$ cat src/design/qgg_pkg.sv
`timescale 1ns / 1ps

package qgg_pkg;

	localparam int unsigned PHASE_BITS_DEF      = 24;
	localparam int unsigned ANGLE_FRAC_BITS_DEF = 12;
	localparam int unsigned TICK_BITS_DEF       = 16;

	localparam int unsigned SWING_W = 14;
	localparam int unsigned LIFT_W  = 16;
	localparam int unsigned MODE_W  = 2;
	localparam int unsigned SPEED_W = 7;
	localparam int unsigned BASE_W  = 14;
	localparam int unsigned ADDR_W  = 5;
	localparam int unsigned DATA_W  = 32;
	localparam int unsigned NUM_LEGS = 4;

	localparam logic [MODE_W-1:0] MODE_TROT  = 2'd0;
	localparam logic [MODE_W-1:0] MODE_CRAWL = 2'd1;
	localparam logic [MODE_W-1:0] MODE_STILL = 2'd2;

	localparam logic [2:0] REG_GAIT_MODE  = 3'd0;
	localparam logic [2:0] REG_SPEED      = 3'd1;
	localparam logic [2:0] REG_BASE_FR    = 3'd2;
	localparam logic [2:0] REG_BASE_BR    = 3'd3;
	localparam logic [2:0] REG_BASE_FL    = 3'd4;
	localparam logic [2:0] REG_BASE_BL    = 3'd5;

	localparam logic [SPEED_W-1:0] SPEED_MAX  = 7'd100;
	localparam logic [BASE_W-1:0]  BASE_RESET = 14'd6434;

	localparam logic [63:0] Q30_ONE       = 64'd1073741824;
	localparam logic [63:0] K_C1          = 64'd1686629713;
	localparam logic [63:0] K_C3          = 64'd693598668;
	localparam logic [63:0] K_C5          = 64'd85569306;
	localparam logic [63:0] K_C7          = 64'd5026995;
	localparam logic [63:0] K_C9          = 64'd172272;
	localparam logic [63:0] K_TWO_OVER_PI = 64'd683565276;
	localparam logic [31:0] RECIP_FIVE    = 32'hCCCCCCCD;
	localparam logic [31:0] RECIP_THREE   = 32'hAAAAAAAB;
	localparam logic [31:0] RECIP_FOUR    = 32'h80000000;
	localparam logic [27:0] TICK_DEN      = 28'd200000000;
	// floor(2^59 / TICK_DEN)
	localparam logic [31:0] RECIP_TICK    = 32'd2882303761;

	typedef struct packed {
		logic [MODE_W-1:0]                mode;
		logic [SPEED_W-1:0]               speed;
		logic [NUM_LEGS-1:0][BASE_W-1:0]  base;
	} cfg_t;

	typedef struct packed {
		logic        [SWING_W-1:0] swing_front_right;
		logic signed [LIFT_W-1:0]  lift_front_right;
		logic        [SWING_W-1:0] swing_back_right;
		logic signed [LIFT_W-1:0]  lift_back_right;
		logic        [SWING_W-1:0] swing_front_left;
		logic signed [LIFT_W-1:0]  lift_front_left;
		logic        [SWING_W-1:0] swing_back_left;
		logic signed [LIFT_W-1:0]  lift_back_left;
	} pose_t;

	function automatic logic [1:0] leg_quarter(input logic [MODE_W-1:0] mode,
			input logic [1:0] leg);
		logic [1:0] q;
		q = 2'd0;
		if (mode == MODE_TROT) begin
			case (leg)
				2'd0:    q = 2'd2;
				2'd3:    q = 2'd2;
				default: q = 2'd0;
			endcase
		end else begin
			case (leg)
				2'd0:    q = 2'd0;
				2'd1:    q = 2'd2;
				2'd2:    q = 2'd1;
				default: q = 2'd3;
			endcase
		end
		return q;
	endfunction

endpackage

$ cat src/design/qgg_ifs.sv
`timescale 1ns / 1ps

interface qgg_tick_if import qgg_pkg::*; #(
	parameter int unsigned TICK_BITS = TICK_BITS_DEF
) ();
	logic                 valid;
	logic                 ready;
	logic [TICK_BITS-1:0] elapsed_us;

	modport source (output valid, output elapsed_us, input ready);
	modport sink (input valid, input elapsed_us, output ready);
endinterface

interface qgg_pose_if import qgg_pkg::*; ();
	logic                      valid;
	logic                      ready;
	logic        [SWING_W-1:0] swing_front_right;
	logic signed [LIFT_W-1:0]  lift_front_right;
	logic        [SWING_W-1:0] swing_back_right;
	logic signed [LIFT_W-1:0]  lift_back_right;
	logic        [SWING_W-1:0] swing_front_left;
	logic signed [LIFT_W-1:0]  lift_front_left;
	logic        [SWING_W-1:0] swing_back_left;
	logic signed [LIFT_W-1:0]  lift_back_left;

	modport source (output valid, input ready,
		output swing_front_right, output lift_front_right,
		output swing_back_right, output lift_back_right,
		output swing_front_left, output lift_front_left,
		output swing_back_left, output lift_back_left);
	modport sink (input valid, output ready,
		input swing_front_right, input lift_front_right,
		input swing_back_right, input lift_back_right,
		input swing_front_left, input lift_front_left,
		input swing_back_left, input lift_back_left);
endinterface

$ cat src/design/qgg_regs.sv
`timescale 1ns / 1ps

module qgg_regs import qgg_pkg::*; (
	input  logic              clk,
	input  logic              arst_n,
	input  logic              psel,
	input  logic              penable,
	input  logic              pwrite,
	input  logic [ADDR_W-1:0] paddr,
	input  logic [DATA_W-1:0] pwdata,
	output logic [DATA_W-1:0] prdata,
	output logic              pready,
	output cfg_t              cfg
);

	cfg_t       cfg_q;
	logic       wr_en;
	logic [2:0] idx;

	assign pready = 1'b1;
	assign wr_en  = psel & penable & pwrite;
	assign idx    = paddr[ADDR_W-1:2];
	assign cfg    = cfg_q;

	always_ff @(posedge clk or negedge arst_n) begin
		if (!arst_n) begin
			cfg_q.mode  <= MODE_TROT;
			cfg_q.speed <= '0;
			cfg_q.base  <= {NUM_LEGS{BASE_RESET}};
		end else if (wr_en) begin
			unique case (idx)
				REG_GAIT_MODE: cfg_q.mode    <= pwdata[MODE_W-1:0];
				REG_SPEED:     cfg_q.speed   <= pwdata[SPEED_W-1:0];
				REG_BASE_FR:   cfg_q.base[0] <= pwdata[BASE_W-1:0];
				REG_BASE_BR:   cfg_q.base[1] <= pwdata[BASE_W-1:0];
				REG_BASE_FL:   cfg_q.base[2] <= pwdata[BASE_W-1:0];
				REG_BASE_BL:   cfg_q.base[3] <= pwdata[BASE_W-1:0];
				default: ;
			endcase
		end
	end

	always_comb begin
		prdata = '0;
		unique case (idx)
			REG_GAIT_MODE: prdata = DATA_W'(cfg_q.mode);
			REG_SPEED:     prdata = DATA_W'(cfg_q.speed);
			REG_BASE_FR:   prdata = DATA_W'(cfg_q.base[0]);
			REG_BASE_BR:   prdata = DATA_W'(cfg_q.base[1]);
			REG_BASE_FL:   prdata = DATA_W'(cfg_q.base[2]);
			REG_BASE_BL:   prdata = DATA_W'(cfg_q.base[3]);
			default:       prdata = '0;
		endcase
	end

endmodule

$ cat src/design/qgg_mul.sv
`timescale 1ns / 1ps

module qgg_mul (
	input  logic        clk,
	input  logic [31:0] a,
	input  logic [31:0] b,
	output logic [63:0] p_q
);

	always_ff @(posedge clk) begin
		p_q <= 64'(a) * 64'(b);
	end

endmodule

$ cat src/design/qgg_seq.sv
`timescale 1ns / 1ps

module qgg_seq import qgg_pkg::*; #(
	parameter int unsigned PHASE_BITS      = PHASE_BITS_DEF,
	parameter int unsigned ANGLE_FRAC_BITS = ANGLE_FRAC_BITS_DEF,
	parameter int unsigned TICK_BITS       = TICK_BITS_DEF
) (
	input  logic                 clk,
	input  logic                 arst_n,
	input  cfg_t                 cfg,
	input  logic                 in_valid,
	output logic                 in_ready,
	input  logic [TICK_BITS-1:0] in_elapsed,
	output logic                 out_valid,
	input  logic                 out_ready,
	output pose_t                out_pose
);

	localparam int unsigned PB  = PHASE_BITS;
	localparam int unsigned AF  = ANGLE_FRAC_BITS;
	localparam int unsigned NW  = SPEED_W + TICK_BITS;
	localparam int unsigned SH  = 59 - PB;
	localparam int unsigned KW  = PB + 3;
	localparam int unsigned UW  = PB + 33;
	localparam int unsigned VW  = PB + AF + 4;
	localparam int unsigned TW  = AF + 4;
	localparam int unsigned SW  = AF + 2;
	localparam int unsigned HW  = AF + 1;
	localparam logic [63:0] HP64 = (K_C1 + (64'd1 << (29 - AF))) >> (30 - AF);
	localparam logic [HW-1:0] HP = HP64[HW-1:0];
	localparam logic [31:0] RND = 32'd1 << (29 - AF);
	localparam logic [30:0] ONE = Q30_ONE[30:0];
	localparam logic [31:0] TWO_ONE = 32'd2147483648;

	typedef enum logic [17:0] {
		S_IDLE     = 18'b000000000000000001,
		S_INC_MUL  = 18'b000000000000000010,
		S_INC_LOAD = 18'b000000000000000100,
		S_INC_EST  = 18'b000000000000001000,
		S_INC_REM  = 18'b000000000000010000,
		S_INC_FIX  = 18'b000000000000100000,
		S_LEG      = 18'b000000000001000000,
		S_SIN_DONE = 18'b000000000010000000,
		S_COS_DONE = 18'b000000000100000000,
		S_Y_FIN    = 18'b000000001000000000,
		S_AS_CHK   = 18'b000000010000000000,
		S_AS_X     = 18'b000000100000000000,
		S_AS_CMP   = 18'b000001000000000000,
		S_SQ       = 18'b000010000000000000,
		S_RET_MUL  = 18'b000100000000000000,
		S_RET_FIN  = 18'b001000000000000000,
		S_EMIT     = 18'b010000000000000000,
		S_DONE     = 18'b100000000000000000
	} state_t;

	state_t state_q, sq_ret_q;

	logic [TICK_BITS-1:0]      el_q;
	logic [NW-1:0]             n_q;
	logic [63:0]               rem_q;
	logic [31:0]               quo_q;
	logic [PB-1:0]             phase_q;
	logic [1:0]                leg_q;
	logic [2:0]                sq_step_q;
	logic [30:0]               x_q;
	logic [31:0]               x2_q;
	logic [30:0]               sq_q;
	logic [30:0]               w_q;
	logic                      neg_q;
	logic [30:0]               s_q;
	logic [30:0]               y_q;
	logic [HW-1:0]             lo_q, hi_q, mid_q;
	logic [TW-1:0]             t_q;
	logic signed [SW-1:0]      stride_q;
	logic [HW-1:0]             height_q;
	logic [NUM_LEGS-1:0][SWING_W-1:0] sw_q;
	logic [NUM_LEGS-1:0][LIFT_W-1:0]  lf_q;
	logic                      out_valid_q;
	pose_t                     pose_q;

	logic [31:0]               mul_a, mul_b;
	logic [63:0]               p_q;
	logic [SPEED_W-1:0]        spd;
	logic                      trot;
	logic [31:0]               q_est;
	logic                      rem_ge;
	logic [PB-1:0]             p_leg;
	logic [KW-1:0]             kp;
	logic                      swing;
	logic [UW-1:0]             uw;
	logic [30:0]               w;
	logic [KW-1:0]             d;
	logic [VW-1:0]             v;
	logic [31:0]               x2p;
	logic [31:0]               coef;
	logic [31:0]               sq_raw;
	logic [31:0]               mag;
	logic [HW:0]               mid_sum;
	logic [63:0]               x_as;
	logic [31:0]               y_sum;
	logic [SW:0]               ret_q;
	logic signed [31:0]        sw32, lf32;
	logic                      load_out;

	assign spd      = (cfg.speed > SPEED_MAX) ? SPEED_MAX : cfg.speed;
	assign trot     = (cfg.mode == MODE_TROT);
	assign in_ready = (state_q == S_IDLE);
	assign out_valid = out_valid_q;
	assign out_pose  = pose_q;
	assign load_out  = (state_q == S_DONE) && (!out_valid_q || out_ready);

	// phase step estimate by reciprocal multiply, never above the exact quotient
	assign q_est  = 32'(p_q >> SH);
	assign rem_ge = (rem_q >= 64'(TICK_DEN));

	assign p_leg = phase_q + {leg_quarter(cfg.mode, leg_q), {(PB-2){1'b0}}};
	assign kp    = trot ? {p_leg, 2'b00} : ({p_leg, 2'b00} + KW'(p_leg));
	assign swing = (kp[KW-1:PB] == '0);
	assign uw    = {KW'(kp), 30'd0} >> PB;
	assign w     = {uw[29:0], 1'b0};
	assign d     = kp - (KW'(1) << PB);
	assign v     = (VW'(d) << (AF + 1)) + (VW'(trot ? 3 : 4) << (PB - 1));

	assign x2p     = p_q[61:30];
	assign sq_raw  = p_q[61:30];
	assign mag     = (32'(sq_q) + RND) >> (30 - AF);
	assign mid_sum = (HW+1)'(lo_q) + (HW+1)'(hi_q) + (HW+1)'(1);
	assign x_as    = p_q >> AF;
	assign y_sum   = 32'(s_q) + 32'(p_q[63:34]);
	assign ret_q   = (SW+1)'(p_q[AF+34:33]) - ((SW+1)'(1) << AF);

	always_comb begin
		coef = 32'(K_C9);
		case (sq_step_q)
			3'd2:    coef = 32'(K_C7);
			3'd3:    coef = 32'(K_C5);
			3'd4:    coef = 32'(K_C3);
			3'd5:    coef = 32'(K_C1);
			default: coef = 32'(K_C9);
		endcase
	end

	always_comb begin
		mul_a = '0;
		mul_b = '0;
		unique case (state_q)
			S_INC_MUL: begin
				mul_a = 32'(spd);
				mul_b = 32'(el_q);
			end
			S_INC_LOAD: begin
				mul_a = 32'(p_q[NW-1:0]);
				mul_b = RECIP_TICK;
			end
			S_INC_EST: begin
				mul_a = q_est;
				mul_b = 32'(TICK_DEN);
			end
			S_SQ: begin
				case (sq_step_q)
					3'd0: begin
						mul_a = 32'(x_q);
						mul_b = 32'(x_q);
					end
					3'd1: begin
						mul_a = coef;
						mul_b = x2p;
					end
					3'd2, 3'd3, 3'd4: begin
						mul_a = coef - x2p;
						mul_b = x2_q;
					end
					3'd5: begin
						mul_a = coef - x2p;
						mul_b = 32'(x_q);
					end
					default: ;
				endcase
			end
			S_COS_DONE: begin
				mul_a = {s_q, 1'b0} + 32'(s_q);
				mul_b = RECIP_FIVE;
			end
			S_AS_CHK: begin
				mul_a = 32'(mid_sum[HW:1]);
				mul_b = 32'(K_TWO_OVER_PI);
			end
			S_RET_MUL: begin
				mul_a = 32'(t_q);
				mul_b = trot ? RECIP_THREE : RECIP_FOUR;
			end
			default: ;
		endcase
	end

	qgg_mul u_mul (
		.clk (clk),
		.a   (mul_a),
		.b   (mul_b),
		.p_q (p_q)
	);

	always_comb begin
		sw32 = 32'(HP) + (leg_q[1] ? -32'(stride_q) : 32'(stride_q));
		lf32 = leg_q[1] ? (32'(cfg.base[leg_q]) + 32'(height_q))
			: (32'(cfg.base[leg_q]) - 32'(height_q));
	end

	always_ff @(posedge clk or negedge arst_n) begin
		if (!arst_n) begin
			out_valid_q <= 1'b0;
		end else if (load_out) begin
			out_valid_q <= 1'b1;
		end else if (out_ready) begin
			out_valid_q <= 1'b0;
		end
	end

	always_ff @(posedge clk or negedge arst_n) begin
		if (!arst_n) begin
			state_q     <= S_IDLE;
			sq_ret_q    <= S_IDLE;
			phase_q     <= '0;
			leg_q       <= '0;
			sq_step_q   <= '0;
		end else begin
			unique case (state_q)
				S_IDLE: begin
					if (in_valid && !cfg.mode[1]) begin
						state_q <= S_INC_MUL;
					end
				end
				S_INC_MUL:  state_q <= S_INC_LOAD;
				S_INC_LOAD: state_q <= S_INC_EST;
				S_INC_EST:  state_q <= S_INC_REM;
				S_INC_REM:  state_q <= S_INC_FIX;
				S_INC_FIX: begin
					if (!rem_ge) begin
						phase_q <= phase_q + quo_q[PB-1:0];
						leg_q   <= '0;
						state_q <= S_LEG;
					end
				end
				S_LEG: begin
					if (swing) begin
						sq_step_q <= '0;
						sq_ret_q  <= S_SIN_DONE;
						state_q   <= S_SQ;
					end else begin
						state_q <= S_RET_MUL;
					end
				end
				S_SQ: begin
					sq_step_q <= sq_step_q + 3'd1;
					if (sq_step_q == 3'd6) begin
						state_q <= sq_ret_q;
					end
				end
				S_SIN_DONE: begin
					sq_step_q <= '0;
					sq_ret_q  <= S_COS_DONE;
					state_q   <= S_SQ;
				end
				S_COS_DONE: state_q <= S_Y_FIN;
				S_Y_FIN:    state_q <= S_AS_CHK;
				S_AS_CHK: begin
					state_q <= (lo_q == hi_q) ? S_EMIT : S_AS_X;
				end
				S_AS_X: begin
					sq_step_q <= '0;
					sq_ret_q  <= S_AS_CMP;
					state_q   <= S_SQ;
				end
				S_AS_CMP:  state_q <= S_AS_CHK;
				S_RET_MUL: state_q <= S_RET_FIN;
				S_RET_FIN: state_q <= S_EMIT;
				S_EMIT: begin
					leg_q <= leg_q + 2'd1;
					state_q <= (leg_q == 2'd3) ? S_DONE : S_LEG;
				end
				S_DONE: begin
					if (load_out) begin
						state_q <= S_IDLE;
					end
				end
				default: state_q <= S_IDLE;
			endcase
		end
	end

	always_ff @(posedge clk) begin
		unique case (state_q)
			S_IDLE: el_q <= in_elapsed;
			S_INC_LOAD: begin
				n_q <= p_q[NW-1:0];
			end
			S_INC_EST: begin
				quo_q <= q_est;
			end
			S_INC_REM: begin
				rem_q <= (64'(n_q) << PB) - p_q;
			end
			S_INC_FIX: begin
				if (rem_ge) begin
					rem_q <= rem_q - 64'(TICK_DEN);
					quo_q <= quo_q + 32'd1;
				end
			end
			S_LEG: begin
				x_q <= (w <= ONE) ? w : 31'(TWO_ONE - 32'(w));
				w_q <= w;
				t_q <= v[PB+TW-1:PB];
			end
			S_SQ: begin
				if (sq_step_q == 3'd1) begin
					x2_q <= x2p;
				end
				if (sq_step_q == 3'd6) begin
					sq_q <= (sq_raw > 32'(ONE)) ? ONE : sq_raw[30:0];
				end
			end
			S_SIN_DONE: begin
				s_q   <= sq_q;
				neg_q <= (w_q > ONE);
				x_q   <= (w_q > ONE) ? (w_q - ONE) : (ONE - w_q);
			end
			S_COS_DONE: begin
				stride_q <= neg_q ? -SW'(mag) : SW'(mag);
			end
			S_Y_FIN: begin
				y_q  <= (y_sum > 32'(ONE)) ? ONE : y_sum[30:0];
				lo_q <= '0;
				hi_q <= HP;
			end
			S_AS_CHK: begin
				mid_q    <= mid_sum[HW:1];
				height_q <= lo_q;
			end
			S_AS_X: begin
				x_q <= (x_as > 64'(ONE)) ? ONE : x_as[30:0];
			end
			S_AS_CMP: begin
				if (sq_q <= y_q) begin
					lo_q <= mid_q;
				end else begin
					hi_q <= mid_q - HW'(1);
				end
			end
			S_RET_FIN: begin
				stride_q <= ret_q[SW-1:0];
				height_q <= '0;
			end
			S_EMIT: begin
				sw_q[leg_q] <= sw32[SWING_W-1:0];
				lf_q[leg_q] <= lf32[LIFT_W-1:0];
			end
			S_DONE: begin
				if (load_out) begin
					pose_q.swing_front_right <= sw_q[0];
					pose_q.lift_front_right  <= lf_q[0];
					pose_q.swing_back_right  <= sw_q[1];
					pose_q.lift_back_right   <= lf_q[1];
					pose_q.swing_front_left  <= sw_q[2];
					pose_q.lift_front_left   <= lf_q[2];
					pose_q.swing_back_left   <= sw_q[3];
					pose_q.lift_back_left    <= lf_q[3];
				end
			end
			default: ;
		endcase
	end

endmodule

$ cat src/design/quadruped_gait_generator_top.sv
`timescale 1ns / 1ps

// quadruped gait generator
// tick channel (valid/ready): one request per control tick carrying the
// microseconds elapsed since the previous tick
// pose channel (valid/ready): eight servo angles, radians * 2^ANGLE_FRAC_BITS,
// one result per tick in trot or crawl mode, none in still mode
// apb port: gait mode, speed and four base angles at byte offsets 0..20
// a tick first computes the phase step: reciprocal multiply,
// back multiply and at most one correction step with default widths
// each leg then uses the shared 32x32 multiplier, in the return part and in
// the swing part, whose arcsine search takes 12 or 13 steps
// the pose is registered once all four legs are done
// tick ready is high only while the sequencer is idle, so the next tick is
// taken in the cycle after the pose is registered; a still-mode tick is
// taken and dropped
// the finished pose waits in an output register; a stalled receiver holds
// it and the next tick is still taken, finishing only when the register frees
// reset clears the phase, sets trot mode, speed 0 and base angles 6434

module quadruped_gait_generator_top import qgg_pkg::*; #(
	parameter int unsigned PHASE_BITS      = PHASE_BITS_DEF,
	parameter int unsigned ANGLE_FRAC_BITS = ANGLE_FRAC_BITS_DEF,
	parameter int unsigned TICK_BITS       = TICK_BITS_DEF
) (
	input  logic              clk,
	input  logic              arst_n,
	qgg_tick_if.sink          tick,
	qgg_pose_if.source        pose,
	input  logic              psel,
	input  logic              penable,
	input  logic              pwrite,
	input  logic [ADDR_W-1:0] paddr,
	input  logic [DATA_W-1:0] pwdata,
	output logic [DATA_W-1:0] prdata,
	output logic              pready
);

	cfg_t  cfg;
	pose_t pose_d;

	qgg_regs u_regs (
		.clk     (clk),
		.arst_n  (arst_n),
		.psel    (psel),
		.penable (penable),
		.pwrite  (pwrite),
		.paddr   (paddr),
		.pwdata  (pwdata),
		.prdata  (prdata),
		.pready  (pready),
		.cfg     (cfg)
	);

	qgg_seq #(
		.PHASE_BITS      (PHASE_BITS),
		.ANGLE_FRAC_BITS (ANGLE_FRAC_BITS),
		.TICK_BITS       (TICK_BITS)
	) u_seq (
		.clk        (clk),
		.arst_n     (arst_n),
		.cfg        (cfg),
		.in_valid   (tick.valid),
		.in_ready   (tick.ready),
		.in_elapsed (tick.elapsed_us),
		.out_valid  (pose.valid),
		.out_ready  (pose.ready),
		.out_pose   (pose_d)
	);

	assign pose.swing_front_right = pose_d.swing_front_right;
	assign pose.lift_front_right  = pose_d.lift_front_right;
	assign pose.swing_back_right  = pose_d.swing_back_right;
	assign pose.lift_back_right   = pose_d.lift_back_right;
	assign pose.swing_front_left  = pose_d.swing_front_left;
	assign pose.lift_front_left   = pose_d.lift_front_left;
	assign pose.swing_back_left   = pose_d.swing_back_left;
	assign pose.lift_back_left    = pose_d.lift_back_left;

endmodule

$ cat src/flat_wrapper.sv
// flat-port wrapper written by rule: the top's interface ports become plain ports
module quadruped_gait_generator_top_flat import qgg_pkg::*;
#(
	parameter int unsigned PHASE_BITS      = PHASE_BITS_DEF,
	parameter int unsigned ANGLE_FRAC_BITS = ANGLE_FRAC_BITS_DEF,
	parameter int unsigned TICK_BITS       = TICK_BITS_DEF
)
  (clk, arst_n, psel, penable, pwrite, paddr, pwdata, prdata, pready, tick_valid, tick_elapsed_us, tick_ready, pose_valid, pose_ready, pose_swing_front_right, pose_lift_front_right, pose_swing_back_right, pose_lift_back_right, pose_swing_front_left, pose_lift_front_left, pose_swing_back_left, pose_lift_back_left);
  qgg_tick_if #(.TICK_BITS(TICK_BITS)) tick_i ();
  qgg_pose_if pose_i ();
  input  logic clk;
  input  logic arst_n;
  input  logic psel;
  input  logic penable;
  input  logic pwrite;
  input  logic [ADDR_W-1:0] paddr;
  input  logic [DATA_W-1:0] pwdata;
  output logic [DATA_W-1:0] prdata;
  output logic pready;
  input wire logic [$bits(tick_i.valid)-1:0] tick_valid;
  input wire logic [$bits(tick_i.elapsed_us)-1:0] tick_elapsed_us;
  output wire logic [$bits(tick_i.ready)-1:0] tick_ready;
  output wire logic [$bits(pose_i.valid)-1:0] pose_valid;
  input wire logic [$bits(pose_i.ready)-1:0] pose_ready;
  output wire logic [$bits(pose_i.swing_front_right)-1:0] pose_swing_front_right;
  output wire logic [$bits(pose_i.lift_front_right)-1:0] pose_lift_front_right;
  output wire logic [$bits(pose_i.swing_back_right)-1:0] pose_swing_back_right;
  output wire logic [$bits(pose_i.lift_back_right)-1:0] pose_lift_back_right;
  output wire logic [$bits(pose_i.swing_front_left)-1:0] pose_swing_front_left;
  output wire logic [$bits(pose_i.lift_front_left)-1:0] pose_lift_front_left;
  output wire logic [$bits(pose_i.swing_back_left)-1:0] pose_swing_back_left;
  output wire logic [$bits(pose_i.lift_back_left)-1:0] pose_lift_back_left;
  assign tick_i.valid = tick_valid;
  assign tick_i.elapsed_us = tick_elapsed_us;
  assign tick_ready = tick_i.ready;
  assign pose_valid = pose_i.valid;
  assign pose_i.ready = pose_ready;
  assign pose_swing_front_right = pose_i.swing_front_right;
  assign pose_lift_front_right = pose_i.lift_front_right;
  assign pose_swing_back_right = pose_i.swing_back_right;
  assign pose_lift_back_right = pose_i.lift_back_right;
  assign pose_swing_front_left = pose_i.swing_front_left;
  assign pose_lift_front_left = pose_i.lift_front_left;
  assign pose_swing_back_left = pose_i.swing_back_left;
  assign pose_lift_back_left = pose_i.lift_back_left;
  quadruped_gait_generator_top #(.PHASE_BITS(PHASE_BITS), .ANGLE_FRAC_BITS(ANGLE_FRAC_BITS), .TICK_BITS(TICK_BITS)) u_core (.clk(clk), .arst_n(arst_n), .tick(tick_i), .pose(pose_i), .psel(psel), .penable(penable), .pwrite(pwrite), .paddr(paddr), .pwdata(pwdata), .prdata(prdata), .pready(pready));
endmodule
$ cat config.mk
export PLATFORM = sky130hd
export DESIGN_NAME = quadruped_gait_generator_top_flat
export DESIGN_NICKNAME = d
export VERILOG_FILES = /design/src/design/qgg_pkg.sv /design/src/design/qgg_ifs.sv /design/src/design/qgg_regs.sv /design/src/design/qgg_mul.sv /design/src/design/qgg_seq.sv /design/src/design/quadruped_gait_generator_top.sv /design/src/flat_wrapper.sv
export SDC_FILE = /design/constraint.sdc
export NUM_CORES = 2
export LEC_CHECK = 0
export BUFFER_PORTS_ARGS = -buffer_cell sky130_fd_sc_hd__buf_2
export CORE_ASPECT_RATIO = 1.5
export CORE_UTILIZATION = 38
export CTS_BUF_LIST = sky130_fd_sc_hd__clkbuf_2 sky130_fd_sc_hd__clkbuf_4 sky130_fd_sc_hd__clkbuf_8
export DETAILED_ROUTE_END_ITERATION = 12
export PLACE_DENSITY = 0.56
export RECOVER_POWER = 25
export SETUP_SLACK_MARGIN = 0.05
export SKIP_LAST_GASP = 1
export SLEW_MARGIN = 20
export SYNTH_ARGS = -nofsm -noshare
export SYNTH_HDL_FRONTEND = slang
export SYNTH_HIERARCHICAL = 1
export SYNTH_SLANG_ARGS = --single-unit
$ cat constraint.sdc
create_clock -name clk -period 11.1 [get_ports clk]
set_clock_uncertainty 0.05 [all_clocks]
set_input_delay 2.22 -clock clk [delete_from_list [all_inputs] [get_ports clk]]
set_output_delay 2.22 -clock clk [all_outputs]
set_load 0.02 [all_outputs]
# ---- After elaboration in Yosys (flattened, before gate mapping)
# Cells that the tools add are included.
dict set report op_classes {
  addsub 26
  n_mul 1
  magnitude_cmp 10
  eq_ne 41
  mux 54
  n_bitwise 3
  n_reduce_logical 44
}
# op count
set op_table {}
lappend op_table {{$pmux 32 s7} 2}
lappend op_table {{$pmux 18 s16} 1}
lappend op_table {{$pmux 32 s3} 2}
lappend op_table {{$pmux 64 s2} 1}
lappend op_table {{$pmux 31 s4} 1}
lappend op_table {{$mux 18} 6}
lappend op_table {{$mux 31} 3}
lappend op_table {{$pmux 31 s3} 1}
lappend op_table {{$pmux 14 s6} 1}
lappend op_table {{$pmux 13 s2} 3}
lappend op_table {{$bwmux 64} 1}
lappend op_table {{$ge 64x28->1 const B} 1}
lappend op_table {{$gt 32x31->1 const B} 2}
lappend op_table {{$mul 32x32->64} 1}
lappend op_table {{$mux 64} 1}
lappend op_table {{$pmux 32 s2} 1}
lappend op_table {{$sub 47x64->64} 1}
lappend op_table {{$sub 64x28->64 const B} 1}
lappend op_table {{$bwmux 56} 1}
lappend op_table {{$mux 14} 4}
lappend op_table {{$pmux 18 s3} 1}
lappend op_table {{$gt 52x31->1 const B} 1}
lappend op_table {{$add 24x24->24} 2}
lappend op_table {{$add 40x26->40} 1}
lappend op_table {{other kinds (84)} 139}
dict set report word_totals {
  regBits 833
  elab_cells 225
}

# ---- Logic depth before layout (Yosys ltp)
dict set report depth {
  word_depth 10
  depth_mapped 51
}

# ---- By module
# The synthesis kept the hierarchy.
# mod n_inst cells_per_inst area_each_um2
set modules_own_cells {}
lappend modules_own_cells {qgg_seq 1 3841 40911.7}
lappend modules_own_cells {qgg_mul 1 3845 34864.7}
lappend modules_own_cells {qgg_regs 1 223 3228.1}

# ---- Worst setup path before layout
# No wires, ideal clock.
dict set report synth_timing {
  kind {register to register}
  from {register u_core.u_seq.sq_step_q[2]}
  to {register u_core.u_seq.u_mul.p_q[57]}
  setup_ps 127
  t_arrival_ps 10978
  t_required_ps 10923
  setup_slack_ps -54
  path_stages_with_launch 47
  path_buffers 5
  path_cell_list {dfrtp_1 > clkbuf_1 > clkbuf_1 > inv_1 > ha_1 > clkbuf_1 > clkbuf_1 > nor2_1 > inv_1 > nand3_1 > nand2_1 > ha_1 > a31oi_1 > a31o_2 > a211oi_1 > a211o_1 > a21oi_1 > o21ai_0 > [... 11 more ...] > fa_1 > inv_1 > fa_1 > fa_1 > fa_1 > inv_1 > fa_1 > inv_1 > ha_1 > a21oi_1 > a21boi_0 > a311oi_1 > o2bb2ai_1 > a21oi_1 > a21oi_1 > a221oi_2 > o21ai_0 > xor2_1}
}
dict set report synth_via {
  elab_chain_cells 6
  word_cells_on_any_way 16
}
# element line_no
set synth_rtl {}
lappend synth_rtl {{from (decl)} qgg_seq.sv:64} ;# logic [2:0] sq_step_q;
lappend synth_rtl {{from (signal assigned)} qgg_seq.sv:254} ;# sq_step_q <= sq_step_q + 3'd1;
lappend synth_rtl {{$eq 3x3->1 or $eq 3x2->1 (tied branches)} {qgg_seq.sv:134, qgg_seq.sv:160}}
lappend synth_rtl {{$pmux 31 s4} qgg_seq.sv:134} ;# case (sq_step_q)
lappend synth_rtl {{$sub 32x32->32} {qgg_seq.sv:170, qgg_seq.sv:174}}
lappend synth_rtl {{$pmux 32 s3 *} qgg_seq.sv:160} ;# case (sq_step_q)
lappend synth_rtl {{$pmux 32 s7 *} qgg_seq.sv:146} ;# unique case (state_q)
lappend synth_rtl {{net u_core.u_seq.mul_a[28]} qgg_seq.sv:81} ;# logic [31:0] mul_a, mul_b;
lappend synth_rtl {{$mul 32x32->64 *} qgg_mul.sv:11} ;# p_q <= 64'(a) * 64'(b);
lappend synth_rtl {{to (signal assigned)} qgg_mul.sv:11}
lappend synth_rtl {{to (decl)} qgg_mul.sv:7} ;# output logic [63:0] p_q
# The timed path passes the listed nets; every way through them passes the cells marked *.
# A chain may end at the register's enable or synchronous reset.

# ---- Final worst setup path
dict set report layout_timing {
  from {register u_core.u_seq.sq_step_q[0]}
  to {register u_core.u_seq.u_mul.p_q[56]}
}
# Same word-level chain as after synthesis.

==> impl_results.md <==
- Max Root-Sink Buffers: 3
- Via/cell ratio: 5.41
- Slowest stage delay, CP: 540 ps
- DR pass1 iterations: 9
- Synth top area cells: edfxtp_1 (24%), fa_1 (23%), ha_1 (8.0%)
- Final hold slack: 345 ps
- Met3 Wirelength: 12900 um
- Hold endpoint: u_core/u_seq/out_pose[14]
- Measured slew at the worst slew-check pin: 4060 ps
- Die area: 0.210 mm2
- Arrival @ worst endpoint: 11510 ps
- Fin Setup TNS: 0 ps
- CP required: 11810 ps
- Synth Flop Type: edfxtp_1
- Core ar.: 0.206 mm2
- Port Buffers: 175
- First-pass GRT wire length: 395000 um
- CTS tree: done
- Total chip power: 8.10 mW
- Metal-1 WL: 91500 um
- Startpoint types: flip-flop
- Synth async-reset ratio: 14.4%
- Min Tclk post-route: 10800 ps
- Synth warn: 6
- CP Capture Type: flip-flop
- GRT Total Usage: 25.1%
- Antenna violations before repair: 19
- Status: complete, but fails checks
- Final hold vios: 0
- Most numerous cell in the Yosys netlist: inv_1
- Cell variety after synth: 121
- Critical Path Fanout Max: 8
- Post-synthesis cell area: 0.0790 mm2
- Fillers: 19800
- Starting density of the core: 38.3%
- Via count: 60000
- Post-Synthesis Cells: 7909
- GPL Wtd Cong: 1.03
- CP bufs+invs: 12
- Yosys reg bits: 811
- Share of the synthesized area in the top cell type: 23.9%
- R2r startpoint: u_core/u_seq/sq_step_q[0]
- Synth cell count leaders: inv_1 (1133), fa_1 (903), nand2_1 (806)
- Top delay family on crit path: adder cells
- Largest net degree at the start of global routing: 87
- Cell row count: 204
- Reg2reg end: u_core/u_seq/u_mul/p_q[56]
- CTS buffer count: 118
- Final #Nets: 9778
- Final Max Tran Viols: 324
- CP Class: reg2reg
- R2r setup slk: 300 ps
- Hold Path Origin: u_core/u_seq/lf_q[62]
- Post-synthesis average cell area: 9.99 um2
- H-Tree Depth: 3
- RSZ-0062 raised after global routing: yes
- Boundary Pins: 215
- Sink Count: 811
- Detailed placer's ending HPWL: 208000 um
- Hold Path Stages: 0
- Drt wl/cell: 23.7 um
- Drt total wl: 263000 um
- Grt total ovfl: 0
- Vias in the first global route: 63700
- Layout cell share with drive strength beyond 1: 14.2%
- Area leader, netlist: edfxtp_1
- Failing checks: capacitance limit, slew limit
- Final core occ: 43.4%
- Top Layer Used: met5
- Slew Limit Headroom: -170%
- Final setup violating endpoints: 0
- Crit-path slowest cell: fa_1
- Clock Pin Slew Worst Setup and Hold Paths: 80 ps
- Min-Delay Path Class: reg2reg
- Power Density: 90.5 mW/mm2
- Antenna viol nets, final: 0
- Max Fclk: 0.0926 GHz
- Skew-Pair Late Insertion Delay: 890 ps
- Die Width: 374 um
- Worst VDD drop: 0.000109 V
- DRC viols: 0
- Clk root buf: clkbuf_8
- Most common cell on crit path: fa_1
- FF-to-FF path depth: 48
- Seq/Total Area, Yosys: 29.3%
- Wire length on met2: 138000 um
- Maxcap violations: 10
- Die Height: 560 um
- P&R area growth vs syn: 13.3%
- Post-synth EDFFs: 630
- Period utilization: 97.3%
- Starting DRT DRC Count: 4300
- Pleak: 39.5 nW
-- routing by layer --
layer,vias up,track usage [%]
li1,27000,-
met1,30400,26.4
met2,1908,46.2
met3,747,3.12
met4,16,17.1
met5,-,0
-- power by group --
group,switching [mW],internal (mW),total (mW)
combinational,1.26,0.582,1.84
sequential,0.118,3.44,3.56
clock,1.30,1.40,2.70
total,2.68,5.43,8.10
-- sequential cells by signal, indices dropped and copies added, names as in the netlist, 14 cells and up --
signal,cells
u_core/u_seq/sw_q,56
u_core/u_seq/state_q,18
u_core/u_seq/el_q,16
u_core/u_seq/lf_q,64
u_core/u_seq/out_pose,120
u_core/u_seq/w_q,24
u_core/u_seq/y_q,31
u_core/u_regs/cfg,65
u_core/u_seq/stride_q,14
u_core/u_seq/s_q,31
u_core/u_seq/u_mul/p_q,64
u_core/u_seq/sq_q,31
u_core/u_seq/t_q,16
u_core/u_seq/n_q,23
u_core/u_seq/phase_q,24
u_core/u_seq/rem_q,64
u_core/u_seq/x2_q,32
u_core/u_seq/quo_q,24
u_core/u_seq/x_q,31
-- per-stage QoR --
step,std cells,worst slack [ps],instance area (um2)
2_1_floorplan,7926,60.9,79100
3_3_place_gp,10800,-267,85800
3_5_place_dp,10800,-308,85800
4_1_cts,11100,51.3,88700
5_1_grt,11100,-71.0,89500
6_report,11100,297,89500
-- cell type report --
type | instances | area (um2) | share of cell area, %
Antenna cell | 9 | 22.5 | 0.0252
Clock buffer | 150 | 1920 | 2.15
Clock inverter | 76 | 739 | 0.826
Inverter | 1141 | 4280 | 4.79
Multi-Input combinational cell | 5573 | 51100 | 57.1
Sequential cell | 811 | 23200 | 25.9
Tap cell | 2678 | 3350 | 3.74
Timing Repair Buffer | 665 | 4910 | 5.48
-- worst max-delay path by stage --
| stage | from | to | slack (ps) | cells past startpoint |
|---|---|---|---|---|
| final | u_core/u_seq/sq_step_q[0] | u_core/u_seq/u_mul/p_q[56] | 300 | 48 |
| after global routing | u_core/u_seq/sq_step_q[0] | u_core/u_seq/u_mul/p_q[62] | -70 | 48 |
| after CTS | u_core/u_seq/sq_step_q[0] | u_core/u_seq/u_mul/p_q[57] | 50 | 47 |
| after detailed placement | u_core/u_seq/sq_step_q[0] | u_core/u_seq/u_mul/p_q[62] | -310 | 42 |
| after global placement | u_core/u_seq/sq_step_q[0] | u_core/u_seq/u_mul/p_q[62] | -270 | 43 |
| after floorplan | u_core/u_seq/sq_step_q[2] | u_core/u_seq/u_mul/p_q[57] | 60 | 46 |
-- repair_timing --
| action | 4_1_cts | 5_1_grt |
|---|---|---|
| buffers inserted | 9 | 27 |
| gates resized for setup | 31 | 142 |
| setup endpoints to repair | 19 | 33 |
| hold buffers | 0 | 0 |
| cloned | 0 | 2 |
| pin swaps | 13 | 106 |
-- cells in the final DEF, fill, tap and decap left out, drive strengths merged, types with 22 or more instances in the layout --
| cell | instances |
|---|---|
| o21ai | 315 |
| o31ai | 53 |
| nand2b | 50 |
| and3 | 34 |
| a31oi | 38 |
| nand3 | 90 |
| ha | 505 |
| nor4 | 50 |
| clkbuf | 209 |
| mux2 | 76 |
| o22ai | 22 |
| a211oi | 24 |
| xnor2 | 240 |
| a222oi | 55 |
| a22oi | 42 |
| fa | 903 |
| or3 | 49 |
| nand2 | 806 |
| a21o | 106 |
| buf | 606 |
| nor2b | 49 |
| nor3 | 110 |
| inv | 1143 |
| dfstp | 22 |
| and2 | 668 |
| clkinv | 57 |
| xor2 | 182 |
| o21a | 39 |
| edfxtp | 630 |
| dfxtp | 64 |
| nor2 | 314 |
| o21bai | 34 |
| a21oi | 310 |
| mux2i | 39 |
| nand4 | 66 |
| dfrtp | 95 |
-- kinds of logic after synthesis --
logic type / after synthesis / synth area share [%]
AO/OA/AOI/OAI: 1220 / 10.2
adder cells (fa/ha/maj): 1410 / 30.9
XOR/XNOR: 422 / 4.68
multiplexers: 130 / 2.03
AND/OR/NAND/NOR: 2372 / 15.3
other: 2 / 0.00951
buffers and inverters: 1542 / 7.59
flip-flops: 811 / 29.3
Power figures use the tool's default switching activity.
